File: src/assert_macros.svh
// Assertion macros shared by the RTL of the sRGB to CIELAB converter.
// No dependencies; the macros compile away when SYNTHESIS is defined.
`ifndef ASSERT_MACROS_SVH
`define ASSERT_MACROS_SVH
`ifndef SYNTHESIS
// Same-cycle implication.
`define ASSERT_IMPL(label, clk, rst_n, ante, cons, msg) \
  label: assert property (@(posedge clk) disable iff (!rst_n) (ante) |-> (cons)) else $error(msg);
// Next-cycle implication.
`define ASSERT_NEXT(label, clk, rst_n, ante, cons, msg) \
  label: assert property (@(posedge clk) disable iff (!rst_n) (ante) |=> (cons)) else $error(msg);
`else
`define ASSERT_IMPL(label, clk, rst_n, ante, cons, msg)
`define ASSERT_NEXT(label, clk, rst_n, ante, cons, msg)
`endif
`endif

File: src/rgblab_pkg.sv
// Types, constants and elaboration-time tables for the sRGB to CIELAB converter.
// No dependencies.
package rgblab_pkg;

  localparam int QB    = 30;        // internal fixed point: unsigned Q30
  localparam int LIN_W = QB + 1;    // linear light, <= 1.0
  localparam int T_W   = QB + 2;    // X/Xw, Y/Yw, Z/Zw row sums
  localparam int F_W   = QB + 1;    // f(t) and cube root search width

  localparam int LAT_LIN   = 1;
  localparam int LAT_MAT   = 2;
  localparam int LAT_CBRT  = 2 * F_W + 3;
  localparam int LAT_OUT   = 2;
  localparam int LAT_TOTAL = LAT_LIN + LAT_MAT + LAT_CBRT + LAT_OUT;

  typedef struct packed {
    logic [7:0] red;
    logic [7:0] green;
    logic [7:0] blue;
  } pix_t;

  typedef struct packed {
    logic        [14:0] lightness;
    logic signed [15:0] a_star;
    logic signed [15:0] b_star;
  } lab_t;

  typedef logic [2:0][LIN_W-1:0] lin_vec_t;
  typedef logic [2:0][T_W-1:0]   t_vec_t;
  typedef logic [2:0][F_W-1:0]   f_vec_t;

  typedef logic [LIN_W-1:0] lin_tab_t [256];
  typedef logic [QB-1:0]    coef_tab_t [9];

  // f(t) branch threshold: t * 24389 >= 216 * 2^30
  localparam logic [T_W-1:0] CBRT_TH =
    T_W'(((64'd216 << QB) + 64'd24388) / 64'd24389);
  // floor(m / 27) = (m * DIV27_M) >> DIV27_K for m < 2^31
  localparam int             DIV27_K = 36;
  localparam logic [31:0]    DIV27_M = 32'(((64'd1 << DIV27_K) + 64'd26) / 64'd27);
  localparam logic [F_W-1:0] FLIN_OFS = F_W'(((64'd4 << QB) + 64'd14) / 64'd29);

  localparam longint unsigned MAT_NUM [9] = '{
    64'd412395588967414216, 64'd357583430763714817, 64'd180492647381701573,
    64'd212586230785595551, 64'd715170303703410849, 64'd72200498643336226,
    64'd19297215491746944,  64'd119183864580848531, 64'd950497125131579766
  };
  localparam longint unsigned ROW_DEN [3] = '{
    64'd950456000000000000, 64'd1000000000000000000, 64'd1088754000000000000
  };

  function automatic longint unsigned qmul64(input longint unsigned a,
                                             input longint unsigned b);
    return (a * b + (64'd1 << (QB - 1))) >> QB;
  endfunction

  function automatic longint unsigned root5(input longint unsigned s);
    longint unsigned r;
    longint unsigned c;
    longint unsigned c2;
    r = 64'd0;
    for (int k = QB; k >= 0; k--) begin
      c = r | (64'd1 << k);
      if (c <= (64'd1 << QB)) begin
        c2 = qmul64(c, c);
        if (qmul64(qmul64(c2, c2), c) <= s) r = c;
      end
    end
    return r;
  endfunction

  function automatic longint unsigned linearize(input int code);
    longint unsigned cu;
    longint unsigned x;
    longint unsigned s;
    cu = longint'(code);
    if (cu <= 64'd10) return (cu * 64'd100 * (64'd1 << QB) + 64'd164730) / 64'd329460;
    x = (((64'd1000 * cu + 64'd14025) << QB) + 64'd134512) / 64'd269025;
    s = qmul64(x, x);
    return qmul64(s, root5(s));
  endfunction

  function automatic lin_tab_t build_lin_tab();
    lin_tab_t tab;
    for (int i = 0; i < 256; i++) tab[i] = LIN_W'(linearize(i));
    return tab;
  endfunction

  // round(num * 2^30 / den), long division
  function automatic longint unsigned qfrac(input longint unsigned num,
                                            input longint unsigned den);
    longint unsigned q;
    longint unsigned rem;
    q   = 64'd0;
    rem = num;
    for (int i = 0; i < QB + 1; i++) begin
      rem = rem << 1;
      q   = q << 1;
      if (rem >= den) begin
        rem = rem - den;
        q   = q | 64'd1;
      end
    end
    return (q + 64'd1) >> 1;
  endfunction

  function automatic coef_tab_t build_coef();
    coef_tab_t tab;
    for (int i = 0; i < 9; i++) tab[i] = QB'(qfrac(MAT_NUM[i], ROW_DEN[i / 3]));
    return tab;
  endfunction

  function automatic int lab_lmax(input int ofb);
    return ((100 << ofb) > 32767) ? 32767 : (100 << ofb);
  endfunction

  localparam lin_tab_t  LIN_TAB = build_lin_tab();
  localparam coef_tab_t COEF    = build_coef();

endpackage

File: src/rgblab_out.sv
// L*, a*, b* scaling, rounding to the output fraction and saturation.
// Depends on rgblab_pkg.
module rgblab_out #(
  parameter int OUT_FRAC_BITS = 8
) (
  input  logic               clk,
  input  logic               en,
  input  rgblab_pkg::f_vec_t f,
  output rgblab_pkg::lab_t   lab
);

  localparam int QB  = rgblab_pkg::QB;
  localparam int F_W = rgblab_pkg::F_W;
  localparam int VW  = F_W + 11;
  localparam int SH  = QB - OUT_FRAC_BITS;

  localparam logic signed [VW-1:0] K116   = VW'(116);
  localparam logic signed [VW-1:0] K500   = VW'(500);
  localparam logic signed [VW-1:0] K200   = VW'(200);
  localparam logic signed [VW-1:0] OFS16  = VW'(16) << QB;
  localparam logic signed [VW-1:0] LMAX_V = VW'(rgblab_pkg::lab_lmax(OUT_FRAC_BITS));
  localparam logic signed [VW-1:0] SMAX_V = VW'(32767);
  localparam logic signed [VW-1:0] SMIN_V = -VW'(32768);

  // round half away from zero
  function automatic logic signed [VW-1:0] rnd(input logic signed [VW-1:0] v);
    logic [VW-1:0] m;
    m = v[VW-1] ? VW'(~v + VW'(1)) : VW'(v);
    m = (m + (VW'(1) << (SH - 1))) >> SH;
    return v[VW-1] ? -$signed(m) : $signed(m);
  endfunction

  function automatic logic signed [15:0] sat16(input logic signed [VW-1:0] v);
    if (v > SMAX_V) return 16'sh7fff;
    if (v < SMIN_V) return 16'sh8000;
    return v[15:0];
  endfunction

  logic signed [VW-1:0] f0s, f1s, f2s;
  logic signed [VW-1:0] lv_r, av_r, bv_r;
  logic signed [VW-1:0] lr, ar, br;
  rgblab_pkg::lab_t     lab_r;

  assign f0s = $signed(VW'(f[0]));
  assign f1s = $signed(VW'(f[1]));
  assign f2s = $signed(VW'(f[2]));

  always_ff @(posedge clk) begin
    if (en) begin
      lv_r <= f1s * K116 - OFS16;
      av_r <= (f0s - f1s) * K500;
      bv_r <= (f1s - f2s) * K200;
    end
  end

  assign lr = rnd(lv_r);
  assign ar = rnd(av_r);
  assign br = rnd(bv_r);

  always_ff @(posedge clk) begin
    if (en) begin
      if (lr[VW-1])        lab_r.lightness <= '0;
      else if (lr > LMAX_V) lab_r.lightness <= LMAX_V[14:0];
      else                 lab_r.lightness <= lr[14:0];
      lab_r.a_star <= sat16(ar);
      lab_r.b_star <= sat16(br);
    end
  end

  assign lab = lab_r;

endmodule

File: config.mk
export PLATFORM = sky130hd
export DESIGN_NAME = rgblab_out
export DESIGN_NICKNAME = d
export VERILOG_FILES = /design/src/assert_macros.svh /design/src/rgblab_pkg.sv /design/src/rgblab_out.sv
export SDC_FILE = /design/constraint.sdc
export NUM_CORES = 1
export LEC_CHECK = 0
export BUFFER_PORTS_ARGS = -buffer_cell sky130_fd_sc_hd__buf_4
export CAP_MARGIN = 20
export CORE_MARGIN = 5
export CORE_UTILIZATION = 48
export DETAILED_ROUTE_END_ITERATION = 16
export PLACE_DENSITY = 0.68
export SLEW_MARGIN = 5
export SYNTH_ARGS = -nofsm -noshare
export SYNTH_HDL_FRONTEND = slang
export SYNTH_SLANG_ARGS = --single-unit
File: constraint.sdc
create_clock -name clk -period 8.3 [get_ports clk]
set_input_delay 0.415 -clock clk [delete_from_list [all_inputs] [get_ports clk]]
set_output_delay 0.415 -clock clk [all_outputs]
set_load 0.02 [all_outputs]
# Word-level counts from Yosys, hierarchy flattened
# Index checks and enable logic that the tools add are counted.
# Widths: inputs -> output; s select.
# classes
magnitude_cmp	5
reduce_logical	1
muxes	25
mul	3
bitwise_logic	3
add_sub_neg	12
# op_table
op	n
$mux 42	6
$mux 16	8
$add 42x2->42 const B	3
$add 42x22->42 const B	3
$gt 42x16->1 const B	3
$neg 20->42	3
$not 42->42	3
$lt 42x16->1 const B	2
$sub 31x31->32	2
$mul 32x8->40 const B	1
$sub 38x35->39 const B	1
$mul 32x6->38 const B	1
$mul 31x5->36 const B	1
$mux 15	1
$mux 1	10
$reduce_or 2->1	1
# totals
output_inout_bits	47
reg_bits	168
input_bits	95
elab_cells	56

# Logic depth before layout (Yosys ltp)
# Gate-level depths: netlist (run 1).
# logic_depth
depth_word	13
ltp_mapped	36
ltp_nobuf	36

# Worst setup path after synthesis (run 1)
# No wires, ideal clock.
# synth_path
path_type	input port to flip-flop
from	input f[0] (netlist bit)
to	register av_r[39], data pin
required_time_ns	8.042
n_path_buf	0
setup_slack_ns	0.427
t_arrival_ns	7.615
setup_time_ns	0.258
cell_stages	36
cell_sequence	inv_1 ha_1 inv_1 fa_1 a21o_1 a21oi_1 nor2_1 o31a_1 a211oi_1 o31ai_1 a2111oi_0 nor2_1 a21oi_1 xnor2_1 xnor2_1 xor2_1 fa_1 inv_1 fa_1 inv_1 fa_1 inv_1 ha_1 a21o_1 a21o_1 a21o_1 a21o_1 a21oi_1 o21ai_0 a21oi_1 nand4_1 nand2_1 o21ai_0 or2_2 a21oi_1 xnor2_1
# synth_between
elab_chain_len	2
# synth_lines
element	line_no	source
start: declaration	rgblab_out.sv:8	input rgblab_pkg::f_vec_t f,
$sub 31x31->32	rgblab_out.sv:51	av_r <= (f0s - f1s) * K500;
$mul 32x8->40	rgblab_out.sv:51	
end signal: assignment	rgblab_out.sv:51	
end: declaration	rgblab_out.sv:40	logic signed [VW-1:0] lv_r, av_r, bv_r;
# Every way passes these cells.
# A chain may end at the register's enable or synchronous reset.

# Worst setup path in the final report (run 1)
# layout_path
from	input f[0] (netlist bit)
to	register av_r[41], data pin
# Same word-level chain as after synthesis.

==> metrics.md, run 1 <==
| Metric | Value |
|---|---|
| Fin. Hold Viols | `0` |
| H-tree level count | `4` |
| Unique cell type count in the Yosys netlist | `94` |
| CTS tree | `done` |
| Slowest cell on the critical path | `fa_1` |
| Crit-path max cell delay | `around 530 ps` |
| Per-cell routed wire length | `between 15 and 20 um` |
| Fin nets | `roughly 3,800` |
| Slew margin rel. | `between 30 and 40%` |
| Most frequent cells in the layout | `inv_1 (553), ha_1 (334), fa_1 (200)` |
| Tcrit/Tclk final | `93.9%` |
| DP Area | `28,800 um2` |
| Design Area, Final | `29,300 um2` |
| Post_cts resized | `0` |
| MaxCap Viol Count | `0` |
| Final setup fails | `0` |
| CTS Sinks | `approximately 160` |
| Share of cells above drive strength 1 | `under 10%` |
| IO Pins | `roughly 140` |
| Fillcell total | `a little over 5,000` |
| Tightest Hold Check Type | `in -> reg` |
| First-pass GRT wire length | `105,000 um` |
| RR Startpoint | `bv_r[16]` |
| Main synth FF type | `edfxtp_1` |
| Post-CTS Setup Bufs | `0` |
| Reg2Reg Depth | `19` |
| Die X-Extent | `between 200 and 250 um` |
| GRT Total Usage | `20.9%` |
| Fmax | `~130 MHz` |
| Clock tree buffer depth | `2` |
| Share of the synthesized area in the top cell type | `18.2%` |
| Initial antenna violation count | `1` |
| Die Span Y | `roughly 250 um` |
| Critical path class | `in -> reg` |
| Critical Path RT | `about 8500 ps` |
| Post-detail-place hpwl | `roughly 53,000 um` |
| Critical path endpoint category | `flip-flop` |
| Post-route ant nets | `0` |
| Worst hold path cell count | `1` |
| Ranking of synthesized cells by area | `edfxtp_1 (18%), ha_1 (16%), fa_1 (15%), inv_1 (7.8%), xnor2_1 (6.5%)` |
| Clock transition at the registers of the reported paths | `approximately 70 ps` |
| Post-synth EDFFs | `about 160` |
| Largest net degree at the start of global routing | `57` |
| Syn Area/Cell | `between 8 and 9 um2` |
| CP most frequent cell | `inv_1` |
| Post-synthesis cell count | `3,080` |
| Syn nets | `roughly 3,700` |
| Initial DRC Count | `between 1,000 and 1,500` |
| Biggest area consumer among synthesized cells | `edfxtp_1` |
| Worst EP arrival | `approximately 8000 ps` |
| GPL Wtd Cong | `~0.93` |
| Crit Path Max Fanout | `3` |
| Vias/cell | `5.52` |
| Row count | `86` |
| Skew final | `11.3 ps` |
| Worst hold path startpoint | `f[31]` |
| CTS Hold Buffers Added | `0` |
| Core area | `between 50,000 and 60,000 um2` |
| Vias | `22,000` |
| Starting Density | `between 40% and 50%` |
| Final min period | `7800 ps` |
| Drt total wl | `between 60,000 and 70,000 um` |
| Synth Cell Area | `between 20,000 and 30,000 um2` |
| Status | `finished clean` |
| Hold EP | `lv_r[2]` |
| Ys async rst share | `0%` |
| Synthesis-to-layout area growth | `9.99%` |
| Die area | `approximately 60,000 um2` |
| CP Launch Type | `input pin` |
| Clock Tree Root | `clkbuf_16` |
| Unrepaired setup endpoints after global routing | `false` |
| Worst-Margin Slew | `~1000 ps` |
| Seq/Total Area, Yosys | `between 10% and 20%` |
| Grt ovf | `0` |
| Clk Latency, worst-skew pair | `~500 ps` |
| DRT Pass-1 Iters | `5` |
| Pins Over Slew Limit | `0` |
| Number of global-route vias before repair | `between 20,000 and 25,000` |
| Finished Core Util | `53.3%` |
| Synth Register Bits | `between 150 and 200` |
| IO Port Bufs | `around 140` |
| Post-route DRC | `0` |
| Synth Warn # | `0` |
| Reg-to-Reg End | `lab[1]` |
| Clock buffer count from CTS | `17` |
| Most common cell after layout, fill and taps aside | `inv_1` |
| WHS | `roughly 170 ps` |
| Worst reg-to-reg setup slack | `2060 ps` |
-- layout make-up --
class                           count  area [um2]  share of cell area [%]
Sequential cell                   162        4860                    16.6
Multi-Input combinational cell   2295       19500                    66.3
Timing Repair Buffer              189        1420                    4.85
Antenna cell                        1        2.50                 0.00853
Clock inverter                     14         155                   0.529
Clock buffer                       17         425                    1.45
Inverter                          553        2080                    7.07
Tap cell                          748         936                    3.19
-- cells by family (layout without fill, tap and decap cells) --
logic type / Yosys count / after routing / synth area share (%)
flip-flops: 162 / 162 / 18.2
buffers and inverters: 623 / 773 / 8.84
other: 1 / 2 / 0.0141
XOR/XNOR: 291 / 291 / 9.55
AO/OA/AOI/OAI: 653 / 653 / 16.3
AND/OR/NAND/NOR: 796 / 796 / 15.6
adder cells (fa/ha/maj): 536 / 536 / 30.7
multiplexers: 18 / 18 / 0.694
-- worst max-delay path, delay by kind of cell --
family	cells	cell delay, ps
fa+ha+maj	7	2910
buf+inv	8	660
compound gates	10	2480
simple gates	10	1300
xor+xnor	2	280
-- registers in the layout (all words and copies together) (netlist names) --
name  cells
av_r     40
bv_r     38
lab      47
lv_r     37
-- Yosys cell counts (40+ instances only) --
master / n
a21oi_1: 171
nand2_1: 177
nor3_1: 68
ha_1: 334
nand2b_1: 40
fa_1: 200
o21ai_0: 123
clkbuf_1: 58
nand3_1: 68
a21o_1: 67
inv_1: 553
xnor2_1: 198
nor2_1: 165
xor2_1: 93
edfxtp_1: 162
-- worst max-delay path by stage --
stage               from  endpoint  slack [ps]  depth (start not counted)
CTS                 f[0]  av_r[41]         460                         37
global placement    f[0]  av_r[39]          50                         38
finish              f[0]  av_r[41]         500                         37
floorplan           f[0]  av_r[39]         430                         36
global route        f[0]  av_r[39]          20                         38
detailed placement  f[0]  av_r[41]         -70                         37
-- routing by layer --
layer	vias to the layer above	part of all wire, %	global-route usage (%)
li1	10900	-	-
met3	69	5.2	3.52
met1	10500	47	29.6
met2	501	45	32.6
met4	0	2.6	6.81
met5	-	0	0
-- stage by stage --
step | cells | setup WS [ps] | TNS, ps
2_1_floorplan | 3080 | 427 | 0
3_3_place_gp | 3947 | 45.9 | 0
3_5_place_dp | 3947 | -70.2 | -99.1
4_1_cts | 3978 | 460 | 0
5_1_grt | 3979 | 19.7 | 0
6_report | 3979 | 504 | 0
Power of run 1 is not shown: default switching activity piles up to over one toggle a cycle in this logic, so the estimate is an artifact.
==> inputs of run 2 (changes only) <==
--- a/config.mk
+++ b/config.mk
@@ -9,8 +9,11 @@
 export CAP_MARGIN = 20
 export CORE_MARGIN = 5
 export CORE_UTILIZATION = 48
+export CTS_CLUSTER_DIAMETER = 150
+export CTS_CLUSTER_SIZE = 20
 export DETAILED_ROUTE_END_ITERATION = 16
 export PLACE_DENSITY = 0.68
+export REMOVE_ABC_BUFFERS = 1
 export SLEW_MARGIN = 5
 export SYNTH_ARGS = -nofsm -noshare
 export SYNTH_HDL_FRONTEND = slang
==> metrics.md, run 2 (synthesized netlist as in run 1, its figures left out) <==
| Metric | Value |
|---|---|
| Non-filler cells in the finished layout | `3,971 (was 3,979)` |
| IO Pins | `142 (unchanged)` |
| Grt ovf | `0 (unchanged)` |
| Post-detail-place hpwl | `53,200 um (was 52,600 um)` |
| Number of global-route vias before repair | `21,400 (about the same)` |
| Most frequent cells in the layout | `inv_1 (553), ha_1 (334), fa_1 (200) (unchanged)` |
| First-pass GRT wire length | `106,000 um (was 105,000 um)` |
| Clock tree buffer depth | `2 (unchanged)` |
| Share of cells above drive strength 1 | `8.47% (was 8.73%)` |
| Row count | `86 (unchanged)` |
| Vias | `21,800 (was 22,000)` |
| Worst reg-to-reg setup slack | `1980 ps (was 2060 ps)` |
| DRT Pass-1 Iters | `6 (was 5)` |
| H-tree level count | `4 (unchanged)` |
| Status | `finished clean (unchanged)` |
| Hold EP | `lv_r[2] (unchanged)` |
| Unrepaired setup endpoints after global routing | `false (unchanged)` |
| Initial antenna violation count | `0 (was 1)` |
| Slew margin rel. | `28.6% (was 32.7%)` |
| DP Area | `28,700 um2 (was 28,800 um2)` |
| CTS tree | `done (unchanged)` |
| Post-route ant nets | `0 (unchanged)` |
| MaxCap Viol Count | `0 (unchanged)` |
| GPL Wtd Cong | `0.906 (was 0.931)` |
| IO Port Bufs | `141 (unchanged)` |
| Max reg flops | `47 (unchanged)` |
| Fin. Hold Viols | `0 (unchanged)` |
| Most common cell after layout, fill and taps aside | `inv_1 (unchanged)` |
| Clock buffer count from CTS | `17 (unchanged)` |
| Reg2Reg Depth | `19 (unchanged)` |
| Post_cts resized | `0 (unchanged)` |
| Critical path endpoint category | `flip-flop (unchanged)` |
| Worst hold path startpoint | `f[31] (unchanged)` |
| Worst hold path cell count | `1 (unchanged)` |
| RR Startpoint | `av_r[13] (was bv_r[16])` |
| CP most frequent cell | `inv_1 (unchanged)` |
| Pins Over Slew Limit | `0 (unchanged)` |
| CTS Sinks | `162 (unchanged)` |
| CP Launch Type | `input pin (unchanged)` |
| Die Span Y | `246 um (unchanged)` |
| Fin nets | `3,840 (was 3,847)` |
| Worst-Margin Slew | `1060 ps (was 1000 ps)` |
| Vias/cell | `5.48 (was 5.52)` |
| Final setup fails | `0 (unchanged)` |
| Final min period | `7760 ps (was 7800 ps)` |
| Core area | `55,100 um2 (unchanged)` |
| Crit Path Max Fanout | `3 (unchanged)` |
| Critical Path RT | `8530 ps (was 8540 ps)` |
| Post-CTS Setup Bufs | `0 (unchanged)` |
| CTS Hold Buffers Added | `0 (unchanged)` |
| Synthesis-to-layout area growth | `9.90% (was 9.99%)` |
| Fmax | `129 MHz (was 128 MHz)` |
| Crit-path max cell delay | `540 ps (was 530 ps)` |
| Reg-to-Reg End | `lab[17] (was lab[1])` |
| Skew final | `9.52 ps (was 11.3 ps)` |
| Starting Density | `48.4% (unchanged)` |
| Worst EP arrival | `7990 ps (was 8040 ps)` |
| Placed Instances | `3,939 (was 3,947)` |
| Slowest cell on the critical path | `fa_1 (unchanged)` |
| Per-cell routed wire length | `15.9 um (was 15.8 um)` |
| Initial DRC Count | `1,425 (was 1,266)` |
| Largest net degree at the start of global routing | `104 (was 57)` |
| Drt total wl | `63,300 um (was 62,900 um)` |
| Clk Latency, worst-skew pair | `490 ps (about the same)` |
| GRT Total Usage | `21.0% (was 20.9%)` |
| Tcrit/Tclk final | `93.5% (was 93.9%)` |
| Clock transition at the registers of the reported paths | `60 ps (was 70 ps)` |
| Post-route DRC | `0 (unchanged)` |
| Die X-Extent | `246 um (unchanged)` |
| Critical path class | `in -> reg (unchanged)` |
| Clock Tree Root | `clkbuf_16 (unchanged)` |
| Die area | `60,400 um2 (unchanged)` |
| Tightest Hold Check Type | `in -> reg (unchanged)` |
| # diodes | `0 (was 1)` |
| Design Area, Final | `29,300 um2 (about the same)` |
==> run 2: stage by stage <==
stage,setup WS [ps],utilization [%],TNS [ps],hold WS (ps)
finish,541,53.2,0,184
global route,45.4,53.2,0,165
CTS,389,53.2,0,144
detailed placement,-150,52.1,-267,672
global placement,59.5,52.1,0,668
floorplan,427,-,0,514
==> run 2: area by class of cell <==
cell class	count	area [um2]
fill	5198	25800
clock buffer	19	433
inverter	553	2080
tap	748	936
sequential	162	4860
multi-input combinational	2295	19500
clock inverter	12	181
timing repair buffer	182	1370
==> run 2: worst max-delay path, delay by kind of cell <==
kind | cells | cell delay, ps
adders and majority gates | 7 | 2890
AOI/OAI and AO/OA | 10 | 2420
and+or+nand+nor | 10 | 1330
buffers and inverters | 8 | 660
xor gates and xnor gates | 2 | 280
==> run 2: worst max-delay path by stage <==
stage                          end  startpoint  depth (start not counted)
final                     av_r[41]        f[0]                         37
after floorplan           av_r[39]        f[0]                         36
after detailed placement  av_r[41]        f[0]                         37
after global placement    av_r[39]        f[0]                         38
after global routing      av_r[41]        f[0]                         37
after CTS                 av_r[41]        f[0]                         37
==> run 2: routing by layer <==
| layer | global-route usage (%) | vias to the layer above | wire [um] |
|---|---|---|---|
| li1 | - | 10900 | - |
| met1 | 30.7 | 10300 | 31100 |
| met2 | 33.0 | 511 | 28300 |
| met3 | 2.98 | 66 | 2820 |
| met4 | 5.40 | 0 | 1030 |
| met5 | 0 | - | 0 |
Power of run 2 is left out for the same reason.
==> inputs of run 3 (changes only) <==
--- a/config.mk
+++ b/config.mk
@@ -12,7 +12,7 @@
 export CTS_CLUSTER_DIAMETER = 150
 export CTS_CLUSTER_SIZE = 20
 export DETAILED_ROUTE_END_ITERATION = 16
-export PLACE_DENSITY = 0.68
+export PLACE_DENSITY = 0.65
 export REMOVE_ABC_BUFFERS = 1
 export SLEW_MARGIN = 5
 export SYNTH_ARGS = -nofsm -noshare
==> constraint.sdc (replaced) <==
create_clock -name clk -period 9.9 [get_ports clk]
set_input_delay 0.495 -clock clk [delete_from_list [all_inputs] [get_ports clk]]
set_output_delay 0.495 -clock clk [all_outputs]
set_load 0.02 [all_outputs]
==> metrics.md, run 3 (synthesized netlist as in run 1, its figures left out) <==
| Metric | Value |
|---|---|
| Status | `finished clean (unchanged)` |
| Worst-Margin Slew | `1110 ps (was 1060 ps)` |
| Vias/cell | `5.48 (about the same)` |
| Clk Latency, worst-skew pair | `490 ps (about the same)` |
| Finished Core Util | `52.9% (was 53.2%)` |
| Post-CTS Setup Bufs | `0 (unchanged)` |
| Share of cells above drive strength 1 | `7.57% (was 8.47%)` |
| H-tree level count | `4 (unchanged)` |
| Slowest cell on the critical path | `a2111oi_0 (was fa_1)` |
| Vias | `21,600 (was 21,800)` |
| Row count | `86 (unchanged)` |
| Most common cell after layout, fill and taps aside | `inv_1 (unchanged)` |
| Fin. Hold Viols | `0 (unchanged)` |
| CTS Sinks | `162 (unchanged)` |
| Fin nets | `3,813 (was 3,840)` |
| DRT Pass-1 Iters | `5 (was 6)` |
| Tcrit/Tclk final | `around 87%` |
| Slew margin rel. | `25.4% (was 28.6%)` |
| Critical Path RT | `10,140 ps (was 8530 ps)` |
| Tightest Hold Check Type | `in -> reg (unchanged)` |
| Post-route DRC | `0 (unchanged)` |
| Synthesis-to-layout area growth | `9.14% (was 9.90%)` |
| IO Pins | `142 (unchanged)` |
| Fmax | `between 100 and 150 MHz` |
| Largest net degree at the start of global routing | `67 (was 104)` |
| First-pass GRT wire length | `104,000 um (was 106,000 um)` |
| Skew final | `10.7 ps (was 9.52 ps)` |
| # diodes | `0 (unchanged)` |
| Number of global-route vias before repair | `20,800 (was 21,400)` |
| CTS tree | `done (unchanged)` |
| Starting Density | `48.4% (unchanged)` |
| Core area | `55,100 um2 (unchanged)` |
| Clock tree buffer depth | `2 (unchanged)` |
| DP Area | `28,500 um2 (was 28,700 um2)` |
| GRT Total Usage | `20.8% (was 21.0%)` |
| Initial DRC Count | `1,371 (was 1,425)` |
| Critical path endpoint category | `flip-flop (unchanged)` |
| CTS Hold Buffers Added | `0 (unchanged)` |
| Post-route ant nets | `0 (unchanged)` |
| Grt ovf | `0 (unchanged)` |
| Final setup fails | `0 (unchanged)` |
| Design Area, Final | `29,100 um2 (was 29,300 um2)` |
| Crit-path max cell delay | `750 ps (was 540 ps)` |
| Per-cell routed wire length | `16.0 um (was 15.9 um)` |
| Post-detail-place hpwl | `52,900 um (was 53,200 um)` |
| Drt total wl | `62,900 um (was 63,300 um)` |
| Setup slack after layout | `1260 ps (was 541 ps)` |
| Worst EP arrival | `8880 ps (was 7990 ps)` |
| Unrepaired setup endpoints after global routing | `false (unchanged)` |
| Post_cts resized | `0 (unchanged)` |
| IO Port Bufs | `141 (unchanged)` |
| MaxCap Viol Count | `0 (unchanged)` |
| Max reg flops | `47 (unchanged)` |
| CP Launch Type | `input pin (unchanged)` |
| Critical path class | `in -> reg (unchanged)` |
| Final min period | `8640 ps` |
| Die area | `60,400 um2 (unchanged)` |
| GPL Wtd Cong | `0.898 (was 0.906)` |
| Pins Over Slew Limit | `0 (unchanged)` |
| DP Worst Slack | `877 ps (was -150 ps)` |
| Clock Tree Root | `clkbuf_16 (unchanged)` |
| Final TNS setup | `0 ps (unchanged)` |
| Clock transition at the registers of the reported paths | `60 ps (about the same)` |
| Die Span Y | `246 um (unchanged)` |
| Die X-Extent | `246 um (unchanged)` |
| Initial antenna violation count | `0 (unchanged)` |
| Crit Path Max Fanout | `9 (was 3)` |
| Clock buffer count from CTS | `17 (unchanged)` |
| Most frequent cells in the layout | `inv_1 (553), ha_1 (334), fa_1 (200) (unchanged)` |
[run 3: changes by cell type in the layout (fill, tap and decap cells not counted), moves of 2 or more]
cell / before / now
buf_4: 180 / 153
a2111oi_1: 2 / 0
clkinvlp_4: 4 / 1
inv_6: 2 / 0
a2111oi_0: 5 / 7
clkinv_1: 0 / 2
[run 3: path summary, 6_finish.rpt]
kind,from,to,slack (ps),depth (start not counted)
setup reg to reg,av_r[8],lab[17],3230,19
setup / recovery,f[0],av_r[39],1260,37
hold / removal,f[31],lv_r[2],260,1
hold reg to reg,av_r[35],lab[29],870,2
[run 3: routing by layer]
metal  up-vias  share of wire (%)  routed length (um)  global-route usage (%)
li1      10800                  -                   -                       -
met1     10200                 49               31000                    30.5
met2       536                 44               27400                    31.8
met3        56                5.1                3220                    3.37
met4         0                2.0                1260                    5.63
met5         -                  0                   0                       0
[run 3: cell type report]
| cell class | instances | area, um2 |
|---|---|---|
| Timing Repair Buffer | 155 | 1160 |
| Multi-Input combinational cell | 2295 | 19500 |
| Tap cell | 748 | 936 |
| Inverter | 553 | 2080 |
| Clock inverter | 11 | 188 |
| Sequential cell | 162 | 4860 |
| Clock buffer | 19 | 433 |
| Fill cell | 5144 | 26000 |
[run 3: worst max-delay path: cells and delay by family]
family | cells | cell delay, ps
xor gates and xnor gates | 4 | 970
buffers and inverters | 6 | 340
and+or+nand+nor | 5 | 810
AOI/OAI and AO/OA | 16 | 3780
adders and majority gates | 6 | 2460
[run 3: stage by stage]
stage          instances  hold slack, ps
2_1_floorplan       3010             594
3_3_place_gp        3912             747
3_5_place_dp        3912             761
4_1_cts             3942             228
5_1_grt             3943             244
6_report            3943             264
Power of run 3 is left out for the same reason.
